$ cat config.mk
export PLATFORM = sky130hd
export DESIGN_NAME = pixel_cluster_shape_moments_core
export DESIGN_NICKNAME = d
export VERILOG_FILES = /design/src/rtl/pcsm_pkg.sv /design/src/rtl/pcsm_front.sv /design/src/rtl/pcsm_back.sv /design/src/rtl/pixel_cluster_shape_moments_core.sv
export SDC_FILE = /design/constraint.sdc
export NUM_CORES = 2
export LEC_CHECK = 0
export ABC_AREA = 1
export BUFFER_PORTS_ARGS = -buffer_cell sky130_fd_sc_hd__buf_4
export CORE_UTILIZATION = 55
export CTS_BUF_LIST = sky130_fd_sc_hd__clkbuf_16
export DETAILED_ROUTE_END_ITERATION = 8
export GPL_TIMING_DRIVEN = 0
export PLACE_DENSITY = 0.76
export SYNTH_ARGS = -nofsm -noshare
export SYNTH_HDL_FRONTEND = slang
export SYNTH_SLANG_ARGS = --single-unit
$ cat constraint.sdc
create_clock -name clk_i -period 10.2 [get_ports clk_i]
set_input_delay 0.51 -clock clk_i [delete_from_list [all_inputs] [get_ports clk_i]]
set_output_delay 0.51 -clock clk_i [all_outputs]
set_load 0.1 [all_outputs]
$ cat src/rtl/pcsm_pkg.sv
`timescale 1ns / 1ps
// ----------------------------------------------------------------------------
// pcsm_pkg
// shared types and constants for the cluster shape moments block
// ----------------------------------------------------------------------------
package pcsm_pkg;

  localparam int unsigned XW = 10;
  localparam int unsigned YW = 9;
  localparam int unsigned CNTW = 9;
  localparam int unsigned SIGW = 15;
  localparam int unsigned STW = 2;

  localparam logic [STW-1:0] ST_OK = 2'd0;
  localparam logic [STW-1:0] ST_SINGLE = 2'd1;
  localparam logic [STW-1:0] ST_OVERFLOW = 2'd2;

  localparam logic [SIGW-1:0] SIGMA_MAX = 15'h7fff;

  // hit entry passed from the input queue front to the accumulating and finishing back end
  typedef struct packed {
    logic [XW-1:0] x;
    logic [YW-1:0] y;
    logic          last;
  } hit_t;

endpackage

$ cat src/rtl/pcsm_front.sv
`timescale 1ns / 1ps
// ----------------------------------------------------------------------------
// pcsm_front
// input stage and two entry hit queue
// ----------------------------------------------------------------------------
module pcsm_front
  import pcsm_pkg::*;
(
  input  logic clk_i,
  input  logic rst_ni,
  input  logic in_valid_i,
  output logic in_ready_o,
  input  hit_t in_hit_i,
  output logic q_valid_o,
  input  logic q_ready_i,
  output hit_t q_hit_o
);

  hit_t       mem_q [2];
  logic       wp_q, rp_q;
  logic [1:0] cnt_q;
  logic       push, pop;

  assign in_ready_o = (cnt_q != 2'd2);
  assign q_valid_o = (cnt_q != 2'd0);
  assign q_hit_o = mem_q[rp_q];
  assign push = in_valid_i && in_ready_o;
  assign pop = q_valid_o && q_ready_i;

  always_ff @(posedge clk_i) begin
    if (push) mem_q[wp_q] <= in_hit_i;
  end

  always_ff @(posedge clk_i or negedge rst_ni) begin
    if (!rst_ni) begin
      wp_q <= 1'b0;
      rp_q <= 1'b0;
      cnt_q <= 2'd0;
    end else begin
      if (push) wp_q <= ~wp_q;
      if (pop) rp_q <= ~rp_q;
      cnt_q <= cnt_q + {1'b0, push} - {1'b0, pop};
    end
  end

endmodule

$ cat src/rtl/pcsm_back.sv
`timescale 1ns / 1ps
// ----------------------------------------------------------------------------
// pcsm_back
// moment accumulation and serial finishing (divide and square root)
// ----------------------------------------------------------------------------
module pcsm_back
  import pcsm_pkg::*;
#(
  parameter int unsigned MAX_HITS = 256,
  parameter int unsigned FRAC_BITS = 4
) (
  input  logic            clk_i,
  input  logic            rst_ni,
  input  logic            q_valid_i,
  output logic            q_ready_o,
  input  hit_t            q_hit_i,
  output logic            out_valid_o,
  input  logic            out_ready_i,
  output logic [CNTW-1:0] hit_count_o,
  output logic [XW-1:0]   x_mean_o,
  output logic [YW-1:0]   y_mean_o,
  output logic [SIGW-1:0] sigma_x_o,
  output logic [SIGW-1:0] sigma_y_o,
  output logic [SIGW-1:0] sigma_diag_o,
  output logic [SIGW-1:0] sigma_antidiag_o,
  output logic [STW-1:0]  status_o
);

  localparam int unsigned NW = $clog2(MAX_HITS + 1);
  localparam int unsigned SXW = XW + NW;
  localparam int unsigned SYW = YW + NW;
  localparam int unsigned SXXW = 2 * XW + NW;
  localparam int unsigned SYYW = 2 * YW + NW;
  localparam int unsigned SXYW = XW + YW + NW;
  // diagonal sums and variance numerators
  localparam int unsigned SDW = SXW + 1;
  localparam int unsigned QW = 2 * SDW + 2;
  localparam int unsigned DW = NW + QW;
  // radicand width rounded up to even so digit pairs line up with bit 0
  localparam int unsigned NUMW = ((DW + 2 * FRAC_BITS + 1) / 2) * 2;
  localparam int unsigned RW = (NUMW + 1) / 2;
  localparam int unsigned PW = 2 * NW;
  localparam int unsigned IW = $clog2(NUMW + 1);

  // state codes
  localparam logic [2:0] S_ACC = 3'd0;
  localparam logic [2:0] S_MUL = 3'd1;
  localparam logic [2:0] S_DIV = 3'd2;
  localparam logic [2:0] S_SQR = 3'd3;
  localparam logic [2:0] S_NXT = 3'd4;
  localparam logic [2:0] S_OUT = 3'd5;

  logic [2:0]      st_q;
  logic [NW-1:0]   n_q;
  logic [SXW-1:0]  sx_q;
  logic [SYW-1:0]  sy_q;
  logic [SXXW-1:0] sxx_q;
  logic [SYYW-1:0] syy_q;
  logic [SXYW-1:0] sxy_q;
  logic            ovf_q;
  logic [1:0]      ch_q;
  logic [1:0]      ph_q;
  logic [DW-1:0]   d_q;
  logic [PW-1:0]   den_q;
  logic [NUMW-1:0] rem_q, quo_q;
  logic [IW-1:0]   it_q;
  logic [RW-1:0]   root_q;
  logic [NUMW+1:0] sr_rem_q;
  logic [SIGW-1:0] sig_q [4];
  logic [SXW-1:0]  xm_q;
  logic [SYW-1:0]  ym_q;
  logic            mean_ph_q;

  logic            take;

  assign q_ready_o = (st_q == S_ACC);
  assign take = q_valid_i && q_ready_o;

  // operands for the channel being finished
  logic [SXXW+1:0] s2_sel;
  logic [SDW-1:0]  s1_sel;
  logic [SXYW:0]   xy2;
  assign xy2 = {sxy_q, 1'b0};
  always_comb begin
    s2_sel = '0;
    s1_sel = '0;
    case (ch_q)
      2'd0: begin
        s2_sel = (SXXW+2)'(sxx_q);
        s1_sel = SDW'(sx_q);
      end
      2'd1: begin
        s2_sel = (SXXW+2)'(syy_q);
        s1_sel = SDW'(sy_q);
      end
      2'd2: begin
        s2_sel = (SXXW+2)'(sxx_q) + (SXXW+2)'(syy_q) + (SXXW+2)'(xy2);
        s1_sel = SDW'(sx_q) + SDW'(sy_q);
      end
      default: begin
        // sum of (y-x)^2 is never negative
        s2_sel = (SXXW+2)'(sxx_q) + (SXXW+2)'(syy_q) - (SXXW+2)'(xy2);
        s1_sel = (sy_q >= sx_q) ? SDW'(sy_q) - SDW'(sx_q) : SDW'(sx_q) - SDW'(sy_q);
      end
    endcase
  end

  // restoring divide step and sqrt step
  logic [NUMW:0]   div_trial;
  logic [NUMW-1:0] div_shift;
  assign div_shift = {rem_q[NUMW-2:0], quo_q[NUMW-1]};
  assign div_trial = {1'b0, div_shift} - (NUMW+1)'(den_q);

  logic [NUMW+1:0] sq_trial;
  logic [NUMW+1:0] sq_cand;
  logic [1:0]      sq_pair;
  assign sq_pair = {quo_q[NUMW-1], (NUMW > 1) ? quo_q[NUMW-2] : 1'b0};
  assign sq_cand = {sr_rem_q[NUMW-1:0], sq_pair};
  assign sq_trial = sq_cand - (NUMW+2)'({root_q, 2'b01});

  always_ff @(posedge clk_i or negedge rst_ni) begin
    if (!rst_ni) begin
      st_q <= S_ACC;
      n_q <= '0;
      sx_q <= '0;
      sy_q <= '0;
      sxx_q <= '0;
      syy_q <= '0;
      sxy_q <= '0;
      ovf_q <= 1'b0;
      ch_q <= '0;
      ph_q <= '0;
      it_q <= '0;
      mean_ph_q <= 1'b0;
    end else begin
      unique case (st_q)
        S_ACC: begin
          if (take) begin
            if (n_q == NW'(MAX_HITS)) begin
              ovf_q <= 1'b1;
            end else begin
              n_q <= n_q + 1'b1;
              sx_q <= sx_q + SXW'(q_hit_i.x);
              sy_q <= sy_q + SYW'(q_hit_i.y);
              sxx_q <= sxx_q + SXXW'(q_hit_i.x) * SXXW'(q_hit_i.x);
              syy_q <= syy_q + SYYW'(q_hit_i.y) * SYYW'(q_hit_i.y);
              sxy_q <= sxy_q + SXYW'(q_hit_i.x) * SXYW'(q_hit_i.y);
            end
            if (q_hit_i.last) begin
              st_q <= S_MUL;
              ch_q <= '0;
              ph_q <= '0;
              mean_ph_q <= 1'b1;
            end
          end
        end
        S_MUL: begin
          // phase 0: n*s2, phase 1: s1^2, phase 2: divisor setup
          unique case (ph_q)
            2'd0: begin
              d_q <= DW'(n_q) * DW'(s2_sel);
              ph_q <= 2'd1;
            end
            2'd1: begin
              d_q <= d_q - DW'(s1_sel) * DW'(s1_sel);
              ph_q <= 2'd2;
            end
            default: begin
              ph_q <= 2'd0;
              st_q <= S_DIV;
              it_q <= IW'(NUMW);
              rem_q <= '0;
              if (mean_ph_q) begin
                den_q <= PW'(n_q);
                quo_q <= NUMW'(ch_q[0] ? sy_q : sx_q);
              end else begin
                den_q <= PW'(n_q) * PW'(n_q - 1'b1);
                quo_q <= NUMW'(d_q) << (2 * FRAC_BITS);
              end
            end
          endcase
        end
        S_DIV: begin
          if (!div_trial[NUMW]) begin
            rem_q <= div_trial[NUMW-1:0];
            quo_q <= {quo_q[NUMW-2:0], 1'b1};
          end else begin
            rem_q <= div_shift;
            quo_q <= {quo_q[NUMW-2:0], 1'b0};
          end
          if (it_q != IW'(1)) begin
            it_q <= it_q - 1'b1;
          end else if (mean_ph_q) begin
            it_q <= '0;
            st_q <= S_NXT;
          end else begin
            st_q <= S_SQR;
            it_q <= IW'(RW);
            root_q <= '0;
            sr_rem_q <= '0;
          end
        end
        S_SQR: begin
          // quotient is left shifted two bits per step as digit pairs
          quo_q <= quo_q << 2;
          if (!sq_trial[NUMW+1]) begin
            sr_rem_q <= sq_trial;
            root_q <= {root_q[RW-2:0], 1'b1};
          end else begin
            sr_rem_q <= sq_cand;
            root_q <= {root_q[RW-2:0], 1'b0};
          end
          it_q <= it_q - 1'b1;
          if (it_q == IW'(1)) st_q <= S_NXT;
        end
        S_NXT: begin
          if (mean_ph_q) begin
            if (ch_q[0]) ym_q <= SYW'(quo_q);
            else xm_q <= SXW'(quo_q);
          end else begin
            sig_q[ch_q] <= (root_q > RW'(SIGMA_MAX)) ? SIGMA_MAX : SIGW'(root_q);
          end
          if (mean_ph_q && !ch_q[0]) begin
            ch_q <= 2'd1;
            st_q <= S_MUL;
            ph_q <= 2'd2;
          end else if (mean_ph_q) begin
            mean_ph_q <= 1'b0;
            ch_q <= 2'd0;
            st_q <= (n_q < NW'(2)) ? S_OUT : S_MUL;
          end else if (ch_q == 2'd3) begin
            st_q <= S_OUT;
          end else begin
            ch_q <= ch_q + 1'b1;
            st_q <= S_MUL;
          end
        end
        S_OUT: begin
          if (out_ready_i) begin
            st_q <= S_ACC;
            n_q <= '0;
            sx_q <= '0;
            sy_q <= '0;
            sxx_q <= '0;
            syy_q <= '0;
            sxy_q <= '0;
            ovf_q <= 1'b0;
          end
        end
        default: st_q <= S_ACC;
      endcase
    end
  end

  logic single;
  assign single = (n_q < NW'(2));
  assign out_valid_o = (st_q == S_OUT);
  assign hit_count_o = CNTW'(n_q);
  assign x_mean_o = XW'(xm_q);
  assign y_mean_o = YW'(ym_q);
  assign sigma_x_o = single ? '0 : sig_q[0];
  assign sigma_y_o = single ? '0 : sig_q[1];
  assign sigma_diag_o = single ? '0 : sig_q[2];
  assign sigma_antidiag_o = single ? '0 : sig_q[3];
  assign status_o = ovf_q ? ST_OVERFLOW : (single ? ST_SINGLE : ST_OK);

endmodule

$ cat src/rtl/pixel_cluster_shape_moments_core.sv
`timescale 1ns / 1ps
// ----------------------------------------------------------------------------
// pixel_cluster_shape_moments_core
// cluster centroid and sample standard deviations from pixel hits
// ----------------------------------------------------------------------------
// hits stream in one request at a time; non-final hits pass through a two entry
// queue into the accumulator, which takes them back to back while it is not
// finishing a cluster. the final hit starts a serial finish on one shared restoring
// divider and a bit-serial square root: two mean divisions of NUMW steps each,
// then four variance channels, each a multiply setup, NUMW divide steps and
// NUMW/2 root steps (60 plus 30 at default widths); a single hit cluster skips
// the variance channels.
// the queue keeps taking hits during that finish until it fills.
module pixel_cluster_shape_moments_core
  import pcsm_pkg::*;
#(
  parameter int unsigned MAX_HITS = 256,
  parameter int unsigned FRAC_BITS = 4
) (
  input  logic        clk_i,
  input  logic        rst_ni,
  input  logic        s_axis_tvalid_i,
  output logic        s_axis_tready_o,
  input  logic [23:0] s_axis_tdata_i,  // x_coord[9:0], y_coord[18:10], zeros
  input  logic        s_axis_tlast_i,  // last_hit
  output logic        m_axis_tvalid_o,
  input  logic        m_axis_tready_i,
  output logic [95:0] m_axis_tdata_o   // hit_count, x_mean, y_mean, sigma_x,
                                       // sigma_y, sigma_diag, sigma_antidiag,
                                       // status, zeros
);

  hit_t in_hit, q_hit;
  logic q_valid, q_ready;
  logic [CNTW-1:0] cnt;
  logic [XW-1:0] xm;
  logic [YW-1:0] ym;
  logic [SIGW-1:0] sx, sy, sd, sa;
  logic [STW-1:0] st;

  assign in_hit.x = s_axis_tdata_i[9:0];
  assign in_hit.y = s_axis_tdata_i[18:10];
  assign in_hit.last = s_axis_tlast_i;

  pcsm_front u_front (
    .clk_i, .rst_ni,
    .in_valid_i(s_axis_tvalid_i), .in_ready_o(s_axis_tready_o), .in_hit_i(in_hit),
    .q_valid_o(q_valid), .q_ready_i(q_ready), .q_hit_o(q_hit)
  );

  pcsm_back #(.MAX_HITS(MAX_HITS), .FRAC_BITS(FRAC_BITS)) u_back (
    .clk_i, .rst_ni,
    .q_valid_i(q_valid), .q_ready_o(q_ready), .q_hit_i(q_hit),
    .out_valid_o(m_axis_tvalid_o), .out_ready_i(m_axis_tready_i),
    .hit_count_o(cnt), .x_mean_o(xm), .y_mean_o(ym),
    .sigma_x_o(sx), .sigma_y_o(sy), .sigma_diag_o(sd), .sigma_antidiag_o(sa),
    .status_o(st)
  );

  assign m_axis_tdata_o = {6'd0, st, sa, sd, sy, sx, ym, xm, cnt};

endmodule

======== Yosys cells after proc, flatten, opt, wreduce, memory -nomap -nowiden ========
Memories as Yosys holds them, arrays and structs flattened.
Cells that the tools add are included.
W data, S select, Z words.
storage, ports and cells
  register bits after elaboration ......... 446
  bits in latches ......................... 0
  bits in writable memories ............... 100
  memory bits (read-only) ................. 0
  input port bits ......................... 29
  output and inout bits ................... 98
  memories ................................ 2
memories
  memory         depth  width  rd ports  clocked after memory_dff  write ports  line              text
  u_back.sig_q   4      15     4         0                         1            pcsm_back.sv:69   logic [SIGW-1:0] sig_q [4];
  u_front.mem_q  2      20     1         0                         1            pcsm_front.sv:19  hit_t mem_q [2];
cells by class
  add/sub/neg operators ................... 20
  $mul .................................... 6
  div/mod/pow operators ................... 0
  magnitude comparators ................... 3
  equality and inequality tests ........... 25
  shift operators ......................... 0
  muxes and demuxes ....................... 90
  bitwise logic cells ..................... 4
  reductions and logical operators ........ 31
operators by type and width
  cell              count
  $mux W60          5
  $pmux W60 S3      1
  $pmux W60 S2      1
  $mux W59          2
  $pmux W59 S2      1
  $pmux W51 S2      1
  $pmux W31 S3      1
  $mux W29          3
  $mux W28          3
  $mux W27          3
  $mux W19          4
  $mux W15          5
  $sub A62 B32 Y62  1
  $sub A60 B18 Y61  1
  $mux W30          2
  $pmux W20 S3      1
  $pmux W30 S2      1
  $pmux W29 S2      1
  $pmux W28 S2      1
  $mux W18          3
  $pmux W27 S2      1
  $sub A51 B40 Y51  1
  $mul A20 B20 Y40  1
  $mul A9 B31 Y40   1
  62 further kinds  134

======== Depth between registers and ports, before layout ========
  depth in word-level cells ............... 6
  depth in mapped cells ................... 48
  depth with buffers taken out ............ 46

======== By module ========
From an unflattened synthesis, not the netlist that was laid out.
second synthesis, totals
  cells, all modules ...................... 9989
  area total of the unflattened synthesis .. 74570.3 um2
by module, submodules not included
  module                            instances  cells an instance  area each (um2)  sequential area each (um2)
  pcsm_back                         1          9846               72831.1          14348.8
  pcsm_front                        1          136                1690.4           1301.2
  pixel_cluster_shape_moments_core  1          7                  48.8             0.0

======== Least setup slack after synthesis ========
No wires, ideal clock.
  path type ............................... reg2reg
  start ................................... reg u_back.it_q[1]
  end ..................................... reg u_back.root_q[0] (enable)
  data arrival time ....................... 9.429 ns
  required time ........................... 9.440 ns
  path slack .............................. 0.011 ns
  stages on the path, launching flop included .. 8
  buffers on the path ..................... 0
  cell sequence ........................... dfrtp_1 inv_1 ha_1 and3_1 inv_1 nand2_1 inv_1 nor4_1
on the way
  longest elaborated chain between the ends .. 3
ends and longest elaborated chain
  item                         line              text
  start: declaration           pcsm_back.sv:66   logic [IW-1:0] it_q;
  start signal: assignment     pcsm_back.sv:171  it_q <= IW'(NUMW);
  start signal: assignment     pcsm_back.sv:192  it_q <= it_q - 1'b1;
  start signal: assignment     pcsm_back.sv:198  it_q <= IW'(RW);
  $ne A6 B1 Y1                 pcsm_back.sv:191  if (it_q != IW'(1)) begin
  $ne A2 B2 Y1 (no line)       n/a
  $reduce_and A4 Y1 (no line)  n/a
  end signal: assignment       pcsm_back.sv:208  root_q <= {root_q[RW-2:0], 1'b1};
  end signal: assignment       pcsm_back.sv:211  root_q <= {root_q[RW-2:0], 1'b0};
  end: declaration             pcsm_back.sv:67   logic [RW-1:0] root_q;
No other way between the ends.
A chain may end at the register's enable or synchronous reset.

======== Worst setup path in the final report ========
  start ................................... reg u_back.ch_q[0]
  end ..................................... reg u_back.d_q[29] (data pin)
on the way
  longest elaborated chain between the ends .. 5
ends and longest elaborated chain
  item                                        line              text
  start: declaration                          pcsm_back.sv:61   logic [1:0] ch_q;
  start signal: assignment                    pcsm_back.sv:234  ch_q <= ch_q + 1'b1;
  $eq A2 B2 Y1, or another cell as far along  pcsm_back.sv:87   case (ch_q)
  $pmux W20 S3                                pcsm_back.sv:87
  $mul A20 B20 Y40                            pcsm_back.sv:165  d_q <= d_q - DW'(s1_sel) * DW'(s1_sel);
  $sub A51 B40 Y51                            pcsm_back.sv:165
  $pmux W51 S2 *                              pcsm_back.sv:159  unique case (ph_q)
  end signal: assignment                      pcsm_back.sv:161  d_q <= DW'(n_q) * DW'(s2_sel);
  end signal: assignment                      pcsm_back.sv:165
  end: declaration                            pcsm_back.sv:63   logic [DW-1:0] d_q;
Every way passes the cells marked *; elsewhere a longest branch is shown, timed or not.

==> qor.yml <==
cts_sinks: 546
gr-usage-met1: 0.510
finalCritPeriodShare: 0.970
hp-class: "primary input to flop"
vias: 68500
htreeDepth: 3
area.sequential_um2: 15700
met2_usage: 0.589
cts_root_buf: "clkbuf_16"
outcome: "finished with violations"
synth_edf_count: 397
synthArstFlopShare: 0.273
dp.cells: 11700
drc: 40
synth_flop_cell: "edfxtp_1"
violations: "design-rule violations, max-capacitance violations"
clock_path_buffers: 3
nFillCells: 12200
drive_gt1_frac: 0.0567
numCtsBuffers: 68
startpoint: "u_back.ch_q[0]"
max_freq_mhz: 101
avgSynthCellArea_um2: 7.59
hold_depth: 2
timing.rr.start: "u_back.ch_q[0]"
instances_no_fill: 11900
vias_per_cell: 5.77
min_from: "m_axis_tready_i"
final_max_slew_viol_count: 0
fin_util: 0.602
grt_overflow_total: 0
placed_area_um2: 77800
grt_max_degree: 111
dieHeight_um: 369
synth.yosys.warnings: 0
grt_pass1_vias: 68000
post-route-min-period_ns: 9.89
track_usage: 0.378
synthToLayoutAreaGrowth_pct: 8.29
syn_area_um2: 74300
ys_ff_latch: 546
cp_data_arrival_time_ns: 10.40
critical_path_class: "flop to flop"
clock_skew_ns: 0.0645
grt-busiest-layer: "met2"
clkTransAtPathRegs_ns: 0.06
setup_violations: 0
reg2reg_depth: 37
antenna_found_initial: 5
report.final.hold_viol_count: 0
rrSetupSlack_ns: 0.31
post-route-cell-area_um2: 80400
insertion_delay_ns: 0.71
antenna_left: 0
coreArea_um2: 134000
drv_cap: 1
synth_cells: 9790
rows: 134
grt_use_met3: 0.0790
fin_nets: 11500
multi_input_area_um2: 50200
io_pins: 127
die-area_um2: 136000
synth.distinct_cells: 70
cp-end-kind: "flop"
wl_per_cell_um: 21.5
start_kind: "flop"
port_buffers: 115
start_util: 0.556
hpwl_um: 212000
cpMaxStageDelayCell: "fa_1"
gp_congestion: 1.04
slew_headroom: 0.00268
firstDrtPassIters: 9
drt_iter0_markers: 7221
path_max_fanout: 10
ys_seq_area_frac: 0.211
required_ns: 10.71
cts_tree: "done"
die_w_um: 369
cpPeakStageDelay_ns: 0.53
wl_um: 255000
worst_pin_slew_ns: 1.49
grt_pass1_wl_um: 393000
==> area by class of cell <==
type | count | share of cell area
antenna | 3 | 0.0000933
buffer | 241 | 0.0150
clock buffer | 70 | 0.0218
clock inverter | 55 | 0.00807
inverter | 1952 | 0.0912
multi-input combinational | 7070 | 0.624
sequential | 546 | 0.195
tap | 1768 | 0.0275
timing repair buffer | 160 | 0.0172
==> worst max-delay path, delay by kind of cell (launching register included) <==
kind / cells / cell delay (ns)
fa+ha+maj: 7 / 2.96
simple gates: 11 / 1.74
xor+xnor: 3 / 0.78
flops: 1 / 0.42
buf+inv: 10 / 2.39
compound gates: 6 / 1.37
==> metrics by stage <==
| stage | setup TNS [ns] | hold slack [ns] | worst slack [ns] |
|---|---|---|---|
| 2_1_floorplan | 0 | 0.214 | 0.0109 |
| 3_3_place_gp | -586.25 | 0.481 | -6.52 |
| 3_5_place_dp | 0 | 0.433 | 0.123 |
| 4_1_cts | 0 | 0.0828 | 0.0908 |
| 5_1_grt | -0.000968 | 0.101 | -0.000968 |
| 6_report | 0 | 0.142 | 0.310 |
==> cell usage after synthesis (14+ instances only) <==
master	number	area (µm²)
a21o_1	47	353
a21oi_1	577	2890
a22oi_1	52	390
a31oi_1	33	206
buf_1	14	52.6
buf_2	37	185
buf_4	28	210
buf_6	18	203
clkbuf_1	143	537
clkinv_1	18	67.6
dfrtp_1	149	3730
edfxtp_1	397	11900
fa_1	787	15800
ha_1	605	7570
inv_1	1879	7050
inv_2	54	203
nand2_1	1914	7180
nand2_2	27	169
nand2_4	15	169
nand3_1	361	1810
nand3b_1	29	218
nand4_1	108	676
nor2_1	1280	4800
nor2_2	39	244
nor2_4	14	158
nor3_1	100	500
nor4_1	31	194
o211ai_1	38	285
o21a_1	22	165
o21ai_0	481	2410
o21ai_1	19	95.1
o21bai_1	68	510
o22ai_1	45	282
or2_2	45	282
xnor2_1	55	482
xor2_1	142	1240
==> path summary, 6_finish.rpt <==
path                                    end
hold reg to reg              u_back.ph_q[0]
hold / removal               u_back.st_q[2]
setup / recovery             u_back.d_q[29]
setup reg to reg             u_back.d_q[29]
min in group asynchronous  u_back.sxx_q[14]
max in group asynchronous      u_front.wp_q
==> cells by family (layout without fill, tap and decap cells) <==
group           after synthesis  in the layout  share of synthesized area
simple gates               4002           4002                      0.226
buf+inv                    2193           2478                      0.115
compound gates             1457           1457                      0.111
fa+ha+maj                  1392           1392                      0.314
flops                       546            546                      0.211
xor+xnor                    197            197                     0.0232
other cells                   2             24                   0.000101
mux                           1              1                   0.000135
==> flip-flops by register name, summed over array words and instances, names as in the netlist, 18 cells and up <==
name             cells
u_back.quo_q        60
u_back.sig_q        60
u_back.sr_rem_q     60
u_back.rem_q        59
u_back.d_q          51
u_front.mem_q       40
u_back.root_q       30
u_back.sxx_q        29
u_back.sxy_q        28
u_back.syy_q        27
u_back.sx_q         19
u_back.den_q        18
u_back.sy_q         18
==> cell usage in the layout, fill, tap and decap left out, types with 45 or more instances in the layout <==
cell type / synthesis / layout
a21o_1: 47 / 47
a21oi_1: 577 / 576
a22oi_1: 52 / 52
buf_4: 28 / 155
clkbuf_1: 143 / 142
clkbuf_16: 0 / 70
dfrtp_1: 149 / 149
edfxtp_1: 397 / 397
fa_1: 787 / 787
ha_1: 605 / 605
inv_1: 1879 / 1882
inv_2: 54 / 54
nand2_1: 1914 / 1912
nand3_1: 361 / 361
nand4_1: 108 / 108
nor2_1: 1280 / 1271
nor2_2: 39 / 46
nor3_1: 100 / 99
o21ai_0: 481 / 479
o21bai_1: 68 / 68
o22ai_1: 45 / 45
or2_2: 45 / 45
xnor2_1: 55 / 55
xor2_1: 142 / 142
==> metal layers <==
| layer | vias to the layer above | part of all wire |
|---|---|---|
| li1 | 31400 | - |
| met1 | 33100 | 0.41 |
| met2 | 3401 | 0.44 |
| met3 | 558 | 0.10 |
| met4 | 6 | 0.047 |
| met5 | - | 0.00016 |
==> repair_timing <==
item	in CTS	in global routing
hold endpoints to repair	81	0
resized for setup	0	9
buffers inserted	0	3
hold buffers	21	0
setup endpoints to repair	0	30
Power is left out: the tool's default activity adds up to more than one toggle a clock period on the data nets, which glitch-free logic cannot reach.
